## src/rtl/fcpf_pkg.sv

```systemverilog
// ----------------------------------------------------------------------------
// fcpf_pkg
// Shared types and constants of the four-class priority fifo.
// ----------------------------------------------------------------------------
package fcpf_pkg;

	localparam int NUM_CLASSES       = 4;
	localparam int CLS_W             = 2;
	localparam int QUEUE_DEPTH_DEF   = 16;
	localparam int AGE_W             = 8;
	localparam int NAME_W            = 64;
	localparam logic [AGE_W-1:0] AGE_THRESHOLD_RST = 8'd60;

	typedef enum logic {
		OP_ENTER = 1'b0,
		OP_LEAVE = 1'b1
	} op_t;

	typedef enum logic [1:0] {
		ST_ENTERED = 2'd0,
		ST_FULL    = 2'd1,
		ST_REMOVED = 2'd2,
		ST_EMPTY   = 2'd3
	} status_t;

	typedef struct packed {
		logic             wr_en;
		logic             rd_en;
		status_t          status;
		logic [CLS_W-1:0] cls;
	} ctl_t;

endpackage

```

## src/rtl/fcpf_if.sv

```systemverilog
// ----------------------------------------------------------------------------
// fcpf_if
// Request and response channels of the four-class priority fifo.
// ----------------------------------------------------------------------------
interface fcpf_req_if;
	logic        valid;
	logic        ready;
	logic        opcode;
	logic [63:0] name_tag;
	logic [7:0]  age;
	logic        health;

	modport source (output valid, opcode, name_tag, age, health, input ready);
	modport sink   (input valid, opcode, name_tag, age, health, output ready);
endinterface

interface fcpf_rsp_if;
	logic        valid;
	logic        ready;
	logic [1:0]  status;
	logic [1:0]  class_index;
	logic [63:0] out_name;
	logic [7:0]  out_age;
	logic        out_health;

	modport source (output valid, status, class_index, out_name, out_age, out_health,
		input ready);
	modport sink   (input valid, status, class_index, out_name, out_age, out_health,
		output ready);
endinterface

```

## src/rtl/four_class_priority_fifo.sv

```systemverilog
// ----------------------------------------------------------------------------
// four_class_priority_fifo
// Four circular fifos sharing one slot memory, served in strict priority.
//
//   channel  dir  carries
//   req      in   opcode, name_tag, age, health
//   rsp      out  status, class_index, out_name, out_age, out_health
//   cfg      in   cfg_we, cfg_wdata (age_threshold)
//
// one word per cycle while rsp is not stalled; every word gives one result
// slot memory read/write and pointer update happen at the accept edge,
// read data lands in stage 1, then moves to the output register
// reset clears pointers and counts; slot memory needs no clearing
// a stalled rsp holds the output register and one more word in stage 1
// ----------------------------------------------------------------------------
module four_class_priority_fifo #(
	parameter int QUEUE_DEPTH = fcpf_pkg::QUEUE_DEPTH_DEF
) (
	input  logic                       clk,
	input  logic                       arst_n,
	fcpf_req_if.sink                   req,
	fcpf_rsp_if.source                 rsp,
	input  logic                       cfg_we,
	input  logic [fcpf_pkg::AGE_W-1:0] cfg_wdata
);
	import fcpf_pkg::*;

	localparam int ADDR_W = $clog2(4 * QUEUE_DEPTH);
	localparam int DATA_W = NAME_W + AGE_W + 1;

	logic              accept;
	logic              advance;
	ctl_t              ctl;
	logic [ADDR_W-1:0] addr;

	logic [DATA_W-1:0] mem [4 * QUEUE_DEPTH];

	logic              valid_s1;
	status_t           status_s1;
	logic [CLS_W-1:0]  cls_s1;
	logic [DATA_W-1:0] rd_data_s1;

	logic              valid_q;

	assign advance   = valid_s1 && (!valid_q || rsp.ready);
	assign req.ready = !valid_s1 || advance;
	assign accept    = req.valid && req.ready;

	fcpf_ctrl #(
		.QUEUE_DEPTH (QUEUE_DEPTH),
		.ADDR_W      (ADDR_W)
	) u_ctrl (
		.clk       (clk),
		.arst_n    (arst_n),
		.cfg_we    (cfg_we),
		.cfg_wdata (cfg_wdata),
		.accept    (accept),
		.opcode    (req.opcode),
		.age       (req.age),
		.health    (req.health),
		.ctl       (ctl),
		.addr      (addr)
	);

	// slot memory
	always_ff @(posedge clk) begin
		if (ctl.wr_en) begin
			mem[addr] <= {req.name_tag, req.age, req.health};
		end
		if (ctl.rd_en) begin
			rd_data_s1 <= mem[addr];
		end
	end

	always_ff @(posedge clk or negedge arst_n) begin
		if (!arst_n) begin
			valid_s1 <= 1'b0;
		end else if (accept) begin
			valid_s1 <= 1'b1;
		end else if (advance) begin
			valid_s1 <= 1'b0;
		end
	end

	always_ff @(posedge clk) begin
		if (accept) begin
			status_s1 <= ctl.status;
			cls_s1    <= ctl.cls;
		end
	end

	always_ff @(posedge clk or negedge arst_n) begin
		if (!arst_n) begin
			valid_q <= 1'b0;
		end else if (advance) begin
			valid_q <= 1'b1;
		end else if (rsp.ready) begin
			valid_q <= 1'b0;
		end
	end

	// enter, full and empty results carry a zero payload
	always_ff @(posedge clk) begin
		if (advance) begin
			rsp.status      <= status_s1;
			rsp.class_index <= cls_s1;
			if (status_s1 == ST_REMOVED) begin
				{rsp.out_name, rsp.out_age, rsp.out_health} <= rd_data_s1;
			end else begin
				{rsp.out_name, rsp.out_age, rsp.out_health} <= '0;
			end
		end
	end

	assign rsp.valid = valid_q;

endmodule

```

## src/rtl/fcpf_ctrl.sv

```systemverilog
// ----------------------------------------------------------------------------
// fcpf_ctrl
// Class selection, per-class head/tail/count pointers and strict priority
// pick; produces the slot address and the result code for one word.
// ----------------------------------------------------------------------------
module fcpf_ctrl #(
	parameter int QUEUE_DEPTH = fcpf_pkg::QUEUE_DEPTH_DEF,
	parameter int ADDR_W      = $clog2(4 * QUEUE_DEPTH)
) (
	input  logic                       clk,
	input  logic                       arst_n,
	input  logic                       cfg_we,
	input  logic [fcpf_pkg::AGE_W-1:0] cfg_wdata,
	input  logic                       accept,
	input  logic                       opcode,
	input  logic [fcpf_pkg::AGE_W-1:0] age,
	input  logic                       health,
	output fcpf_pkg::ctl_t             ctl,
	output logic [ADDR_W-1:0]          addr
);
	import fcpf_pkg::*;

	localparam int PTR_W = (QUEUE_DEPTH > 1) ? $clog2(QUEUE_DEPTH) : 1;
	localparam int CNT_W = $clog2(QUEUE_DEPTH + 1);

	logic [AGE_W-1:0] threshold_q;
	logic [PTR_W-1:0] head_q [NUM_CLASSES];
	logic [PTR_W-1:0] tail_q [NUM_CLASSES];
	logic [CNT_W-1:0] count_q [NUM_CLASSES];

	logic             elder;
	logic [CLS_W-1:0] cls_in;
	logic [CLS_W-1:0] cls_srv;
	logic             found;
	logic             full;
	logic [CLS_W-1:0] cls_sel;
	logic [PTR_W-1:0] ptr_sel;

	function automatic logic [PTR_W-1:0] wrap_next(input logic [PTR_W-1:0] p);
		if (p == PTR_W'(QUEUE_DEPTH - 1))
			return '0;
		return p + PTR_W'(1);
	endfunction

	always_ff @(posedge clk or negedge arst_n) begin
		if (!arst_n) begin
			threshold_q <= AGE_THRESHOLD_RST;
		end else if (cfg_we) begin
			threshold_q <= cfg_wdata;
		end
	end

	assign elder  = (age >= threshold_q);
	assign cls_in = {~health, ~elder};
	assign full   = (count_q[cls_in] == CNT_W'(QUEUE_DEPTH));

	// strict priority: lowest class with content
	always_comb begin
		found   = 1'b0;
		cls_srv = '0;
		for (int i = NUM_CLASSES - 1; i >= 0; i--) begin
			if (count_q[i] != '0) begin
				found   = 1'b1;
				cls_srv = CLS_W'(i);
			end
		end
	end

	always_comb begin
		ctl = '0;
		if (opcode == OP_ENTER) begin
			cls_sel    = cls_in;
			ptr_sel    = tail_q[cls_in];
			ctl.cls    = cls_in;
			ctl.status = full ? ST_FULL : ST_ENTERED;
			ctl.wr_en  = accept && !full;
		end else begin
			cls_sel    = cls_srv;
			ptr_sel    = head_q[cls_srv];
			ctl.cls    = found ? cls_srv : '0;
			ctl.status = found ? ST_REMOVED : ST_EMPTY;
			ctl.rd_en  = accept && found;
		end
		addr = ADDR_W'(ADDR_W'(cls_sel) * ADDR_W'(QUEUE_DEPTH) + ADDR_W'(ptr_sel));
	end

	always_ff @(posedge clk or negedge arst_n) begin
		if (!arst_n) begin
			for (int i = 0; i < NUM_CLASSES; i++) begin
				head_q[i]  <= '0;
				tail_q[i]  <= '0;
				count_q[i] <= '0;
			end
		end else if (ctl.wr_en) begin
			tail_q[cls_in]  <= wrap_next(tail_q[cls_in]);
			count_q[cls_in] <= count_q[cls_in] + CNT_W'(1);
		end else if (ctl.rd_en) begin
			head_q[cls_srv]  <= wrap_next(head_q[cls_srv]);
			count_q[cls_srv] <= count_q[cls_srv] - CNT_W'(1);
		end
	end

endmodule
```

## src/flat_wrapper.sv

```systemverilog
// flat-port wrapper written by rule: the top's interface ports become plain ports
module four_class_priority_fifo_flat import fcpf_pkg::*;
#(
	parameter int QUEUE_DEPTH = fcpf_pkg::QUEUE_DEPTH_DEF
)
  (clk, arst_n, cfg_we, cfg_wdata, req_valid, req_opcode, req_name_tag, req_age, req_health, req_ready, rsp_valid, rsp_status, rsp_class_index, rsp_out_name, rsp_out_age, rsp_out_health, rsp_ready);
  fcpf_req_if req_i ();
  fcpf_rsp_if rsp_i ();
  input  logic clk;
  input  logic arst_n;
  input  logic cfg_we;
  input  logic [fcpf_pkg::AGE_W-1:0] cfg_wdata;
  input wire logic [$bits(req_i.valid)-1:0] req_valid;
  input wire logic [$bits(req_i.opcode)-1:0] req_opcode;
  input wire logic [$bits(req_i.name_tag)-1:0] req_name_tag;
  input wire logic [$bits(req_i.age)-1:0] req_age;
  input wire logic [$bits(req_i.health)-1:0] req_health;
  output wire logic [$bits(req_i.ready)-1:0] req_ready;
  output wire logic [$bits(rsp_i.valid)-1:0] rsp_valid;
  output wire logic [$bits(rsp_i.status)-1:0] rsp_status;
  output wire logic [$bits(rsp_i.class_index)-1:0] rsp_class_index;
  output wire logic [$bits(rsp_i.out_name)-1:0] rsp_out_name;
  output wire logic [$bits(rsp_i.out_age)-1:0] rsp_out_age;
  output wire logic [$bits(rsp_i.out_health)-1:0] rsp_out_health;
  input wire logic [$bits(rsp_i.ready)-1:0] rsp_ready;
  assign req_i.valid = req_valid;
  assign req_i.opcode = req_opcode;
  assign req_i.name_tag = req_name_tag;
  assign req_i.age = req_age;
  assign req_i.health = req_health;
  assign req_ready = req_i.ready;
  assign rsp_valid = rsp_i.valid;
  assign rsp_status = rsp_i.status;
  assign rsp_class_index = rsp_i.class_index;
  assign rsp_out_name = rsp_i.out_name;
  assign rsp_out_age = rsp_i.out_age;
  assign rsp_out_health = rsp_i.out_health;
  assign rsp_i.ready = rsp_ready;
  four_class_priority_fifo #(.QUEUE_DEPTH(QUEUE_DEPTH)) u_core (.clk(clk), .arst_n(arst_n), .req(req_i), .rsp(rsp_i), .cfg_we(cfg_we), .cfg_wdata(cfg_wdata));
endmodule
```

## config.mk

```make
export PLATFORM = sky130hd
export DESIGN_NAME = four_class_priority_fifo_flat
export DESIGN_NICKNAME = d
export VERILOG_FILES = /design/src/rtl/fcpf_pkg.sv /design/src/rtl/fcpf_if.sv /design/src/rtl/four_class_priority_fifo.sv /design/src/rtl/fcpf_ctrl.sv /design/src/flat_wrapper.sv
export SDC_FILE = /design/constraint.sdc
export NUM_CORES = 2
export LEC_CHECK = 0
export BUFFER_PORTS_ARGS = -buffer_cell sky130_fd_sc_hd__buf_2
export CAP_MARGIN = 20
export CELL_PAD_IN_SITES_DETAIL_PLACEMENT = 0
export CELL_PAD_IN_SITES_GLOBAL_PLACEMENT = 1
export CORE_UTILIZATION = 40
export CTS_BUF_LIST = sky130_fd_sc_hd__clkbuf_8
export DETAILED_ROUTE_END_ITERATION = 16
export MAX_ROUTING_LAYER = met4
export PLACE_DENSITY_LB_ADDON = 0.2
export SKIP_LAST_GASP = 1
export SYNTH_ARGS = -nofsm -noshare
export SYNTH_HDL_FRONTEND = slang
export SYNTH_MEMORY_MAX_BITS = 65536
export SYNTH_SLANG_ARGS = --single-unit
```

## constraint.sdc

```tcl
create_clock -name clk -period 8.76 [get_ports clk]
set_clock_uncertainty 0.2 [all_clocks]
set_input_delay 0.438 -clock clk [delete_from_list [all_inputs] [get_ports clk]]
set_output_delay 0.438 -clock clk [all_outputs]
set_load 0.01 [all_outputs]
```

==> flow_summary.ini, run 1 <==
[place]
hpwlAfterDp_um = 321000
gp_congestion = 0.836
io_buffers = 165
place_ws_ns = 1.97

[logic_synthesis]
yosysTopAreaCellShare = 0.813
netlist_instances = 9624
ys.flop_type = edfxtp_1
seq_area_frac_synth = 0.822
ys_seq_elements = 4888
ys_top_cells_by_area = edfxtp_1 (81%), a222oi_1 (3.6%), a22oi_1 (2.0%)
synth-async-reset-ratio = 0.0127
syn_avg_cell_area_sq_um = 18.5
synth_edf_count = 4826
syn_area_sq_mm = 0.178
synthesis.nets = 9724
synth_cell_types = 86
yosysWarnings = 0
yosysTopAreaCell = edfxtp_1

[clock_network]
ctsHtreeMaxLevel = 6
cts_buffer_depth = 4
cts_root_buf = clkbuf_8
cts.repair.resized = 0
cts.sinks = 4888
cts_inserted_buffers = 783

[status]
outcome = stopped before the end
stop_stage = 5_2_route
stop_error = [ERROR DRT-0255] Maze Route cannot find path of net rsp_class_index[1] in worker of routeBox ( 627900 193200 ) ( 669450 241500 ).

[floorplan]
fp.dieW_um = 669
die_y_um = 669
rows = 244
start_util = 0.403
ioPinCount = 166

[global_route]
grt-ovfl-total = 0
grt_pass1_vias = 102000
grt_max_degree = 114
antenna_found_initial = 61
grtUsageTotal = 0.271
grt_pass1_wl_um = 833000
metrics by stage:
step / util / instance area, sq um / instances / hold WS, ns
4_1_cts: 0.461 / 204000 / 16900 / 0.00329
3_3_place_gp: 0.426 / 189000 / 15400 / 0.206
3_5_place_dp: 0.427 / 189000 / 15400 / 0.205
2_1_floorplan: - / 178000 / 9624 / -0.0576
5_1_grt: 0.463 / 205000 / 17000 / -0.00433
per-layer routing:
metal  global-route usage
met3               0.0501
met4               0.0738
met5                    -
met1                0.369
met2                0.422
synthesized netlist by cell type (6+ instances only):
master,n
a221oi_2,32
a211oi_1,11
ha_1,13
a221oi_1,303
nor3_1,14
inv_1,16
clkbuf_1,423
o22ai_1,139
o2bb2ai_1,6
dfrtp_1,58
a2111oi_0,8
and2_1,80
nand2_1,767
o22a_1,7
edfxtp_1,4826
o21ai_0,55
mux2i_1,149
nand3_1,233
o221ai_1,64
mux2_2,163
a21oi_1,283
mux2_1,22
nor2_1,130
or4_1,62
buf_4,10
nand2b_1,10
a31oi_1,223
a22oi_1,464
a21boi_0,10
a22o_1,68
buf_2,112
nand4_1,11
a221o_1,21
o211ai_1,15
a222oi_1,635
buf_1,81
what timing repair did:
action	in CTS	in global routing
hold buffers	118	22
endpoints found under the setup margin	0	0
setup buffers	0	0
hold endpoints to repair	4761	216
cells by family after synthesis:
kind of cell,after synthesis,synth area share
flops,4888,0.822
mux,340,0.0208
simple gates,1342,0.0336
xor+xnor,8,0.000393
compound gates,2384,0.107
fa+ha+maj,13,0.000913
buf+inv,649,0.0148
==> inputs of run 2 (changes only) <==
- CELL_PAD_IN_SITES_DETAIL_PLACEMENT: 0 -> unset
- CELL_PAD_IN_SITES_GLOBAL_PLACEMENT: 1 -> unset
- CORE_UTILIZATION: 40 -> 25
- CTS_BUF_LIST: sky130_fd_sc_hd__clkbuf_8 -> unset
- MAX_ROUTING_LAYER: met4 -> unset
- PLACE_DENSITY_LB_ADDON: 0.2 -> 0.15
==> flow_summary.ini, run 2 <==
[logic_synthesis]
netlist_instances = 9624
ys.flop_type = edfxtp_1
syn_avg_cell_area_sq_um = 18.5
synth-async-reset-ratio = 0.0127
synth_cell_types = 86
syn_area_sq_mm = 0.178
ys_seq_elements = 4888
synth_most_common_cell = edfxtp_1
synth_edf_count = 4826
yosysTopAreaCell = edfxtp_1
yosysTopAreaCellShare = 0.813
ys_top_cells_by_count = edfxtp_1 (4826), nand2_1 (767), a222oi_1 (635)
yosysWarnings = 0
ys_top_cells_by_area = edfxtp_1 (81%), a222oi_1 (3.6%), a22oi_1 (2.0%)
seq_area_frac_synth = 0.822
synthesis.nets = 9724

[floorplan]
die_y_um = 846
fp.dieW_um = 846
die_area_sq_mm = 0.716
rows = 309
ioPinCount = 166
coreArea_sq_mm = 0.709
start_util = 0.251

[global_route]
antenna_found_initial = 72
grt_max_degree = 105
grt_pass1_vias = 103000
grtUsageTotal = 0.191
grt_pass1_wl_um = 947000
grt-ovfl-total = 0

[final_layout]
regArea_sq_mm = 0.146
mostFrequentLayoutCells = edfxtp_1 (4826), nand2_1 (763), a222oi_1 (635), clkbuf_16 (563), a22oi_1 (464)
drive_gt1_frac = 0.155
regMostFlops = u_core.mem
multi_input_area_sq_mm = 0.0298
nFillCells = 69200
syn_to_final_growth_pct = 19.5
fin_cells = 20200
layout_commonest_cell = edfxtp_1
largest_reg_flops = 4672
nets = 10400
fin_util = 0.300

[worst_setup_path]
r2r-end = u_core.rd_data_s1[41]$_DFFE_PP_
worst_ep_arrival_time_ns = 7.37
cpMaxStageDelayCell = o31ai_4
max_stage_delay_ns = 1.01
path_cells = inv_1 -> ha_1 -> nand4_1 -> o31ai_4 -> mux2i_1 -> o32a_2 -> buf_4 -> buf_4 -> o22ai_1 -> a21oi_1 -> o22ai_1 -> a2111oi_0 -> nand4b_1
crit_fanout = 40
r2r_start = u_core.u_ctrl.threshold_q[5]$_DFFE_PN1P_
path_class = flip-flop to flip-flop
startpoint_type = flip-flop
ff2ff_path_depth = 13
worstPathRequired_ns = 9.26
crit_path_end_kind = flip-flop
ff2ff_setup_slack_ns = 1.89

[power_and_ir_drop]
p_sw_uw = 23400
swShare = 0.343
p_int_uw = 44700
leakagePower_uw = 0.0657
clockPowerShare = 0.328
p_seq_frac = 0.394
power_per_cell_area_mw_per_mm2 = 320
peakVddDrop_mv = 0.301
share_comb_of_total_power = 0.278

[clock_network]
cts_tree = yes
cts_root_buf = clkbuf_16
cts.reportedPaths.clkPinSlew_ns = 0.06
cts_buffer_depth = 4
clk-insertion-delay-late_ns = 1.12
cts.sinks = 4888
ctsHtreeMaxLevel = 6
cts_inserted_buffers = 553

[timing]
tns_ns = 0
drv_slew = 0
rsz0062_at_grt = no
tightest_slew_ns = 1.26
relSlewSlack = 0.161
hold_viol = 0
fmax_mhz = 146
period_share = 0.784
setup_violations = 0
period_needed_ns = 6.87

[detailed_routing]
wl_um = 714000
wl_per_cell_um = 35.3
viasPerCell = 5.18
vias = 105000
drt-initial-drc-count = 15100
remaining_drc_errors = 0
ant_nets = 0
first_pass_iters = 9

[hold_path]
hold_path_startpoint = req_name_tag[37]
hold_class = primary input to flip-flop
min_path_cells = 2
hold_end = u_core.mem[50][46]$_DFFE_PP_

[status]
outcome = finished clean

[place]
gp_congestion = 0.758
dp_cells = 19100
hpwlAfterDp_um = 381000
io_buffers = 165

[flow_run]
cap_violations = 0
==> run 2: cell counts after synthesis <==
No cell type changed its count.
==> run 2: what timing repair did <==
| item | CTS | global route |
|---|---|---|
| endpoints found under the hold margin | 4621 | 0 |
| resized for setup | 0 | 0 |
| setup endpoints to repair | 0 | 0 |
| hold buffers | 102 | 0 |
| setup buffers | 0 | 0 |
==> run 2: power groups by stage <==
| stage | Combinational (uW) | Sequential [uW] | Clock (uW) |
|---|---|---|---|
| 6_report | 19000 | 26800 | 22300 |
| 5_1_grt | 19900 | 26900 | 23600 |
| 4_1_cts | 19000 | 26800 | 22700 |
| 3_5_place_dp | 18900 | 27300 | 0 |
| 3_3_place_gp | 18900 | 27300 | 0 |
| 2_1_floorplan | 9970 | 27100 | 0 |
==> run 2: cells by family (layout without fill, tap and decap cells) <==
group	after synthesis	count (layout)	synth area share
compound gates	2384	2384	0.107
xor+xnor	8	8	0.000393
fa+ha+maj	13	13	0.000913
buf+inv	649	1702	0.0148
flops	4888	4888	0.822
mux	340	340	0.0208
other cells	0	34	0
simple gates	1342	1342	0.0336
==> run 2: final cells by class <==
type,instances,share of cell area
Sequential cell,4888,0.688
Multi-Input combinational cell,4087,0.140
Clock buffer,691,0.0685
Tap cell,9485,0.0557
Timing Repair Buffer,713,0.0351
Clock inverter,280,0.0120
Antenna cell,34,0.000400
Inverter,18,0.000317
==> run 2: worst max path at each step <==
| stage | end | cells after the start | start | slack [ns] |
|---|---|---|---|---|
| 2_1_floorplan | u_core.mem[0][0]$_DFFE_PP_ | 13 | u_core.u_ctrl.threshold_q[5]$_DFFE_PN1P_ | 1.52 |
| 3_3_place_gp | u_core.rd_data_s1[41]$_DFFE_PP_ | 15 | req_age[3] | 1.57 |
| 3_5_place_dp | u_core.rd_data_s1[41]$_DFFE_PP_ | 15 | req_age[3] | 1.57 |
| 4_1_cts | u_core.rd_data_s1[41]$_DFFE_PP_ | 13 | u_core.u_ctrl.threshold_q[5]$_DFFE_PN1P_ | 1.88 |
| 5_1_grt | u_core.rd_data_s1[44]$_DFFE_PP_ | 16 | u_core.u_ctrl.threshold_q[5]$_DFFE_PN1P_ | 1.81 |
| 6_report | u_core.rd_data_s1[41]$_DFFE_PP_ | 13 | u_core.u_ctrl.threshold_q[5]$_DFFE_PN1P_ | 1.89 |
==> run 2: worst max-delay path, delay by kind of cell, from the launching register on <==
family                   cells  cell delay, ns
AO/OA/AOI/OAI                6            2.61
multiplexers                 1            0.55
buffers and inverters        3            1.46
flip-flops                   1            0.53
AND/OR/NAND/NOR              2            0.78
adder cells (fa/ha/maj)      1            0.30
==> run 2: metrics by stage <==
step / instance area (sq um) / setup WS (ns) / power, uW / hold WS (ns)
floorplan: 178000 / 1.52 / 37100 / -0.0576
global placement: 194000 / 1.57 / 46300 / 0.253
detailed placement: 194000 / 1.57 / 46200 / 0.256
CTS: 212000 / 1.88 / 68600 / 0.0223
global route: 213000 / 1.81 / 70300 / 0.00579
finish: 213000 / 1.89 / 68100 / 0.00607
==> run 2: layer usage <==
layer  vias to the layer above  GRT usage  share of wire
met3                       866     0.0253          0.066
met1                     57000      0.272           0.44
li1                      42100          -              -
met4                        10     0.0417          0.023
met5                         -          0       0.000091
met2                      4644      0.312           0.47
No activity file was read; power rests on OpenSTA's default activity.
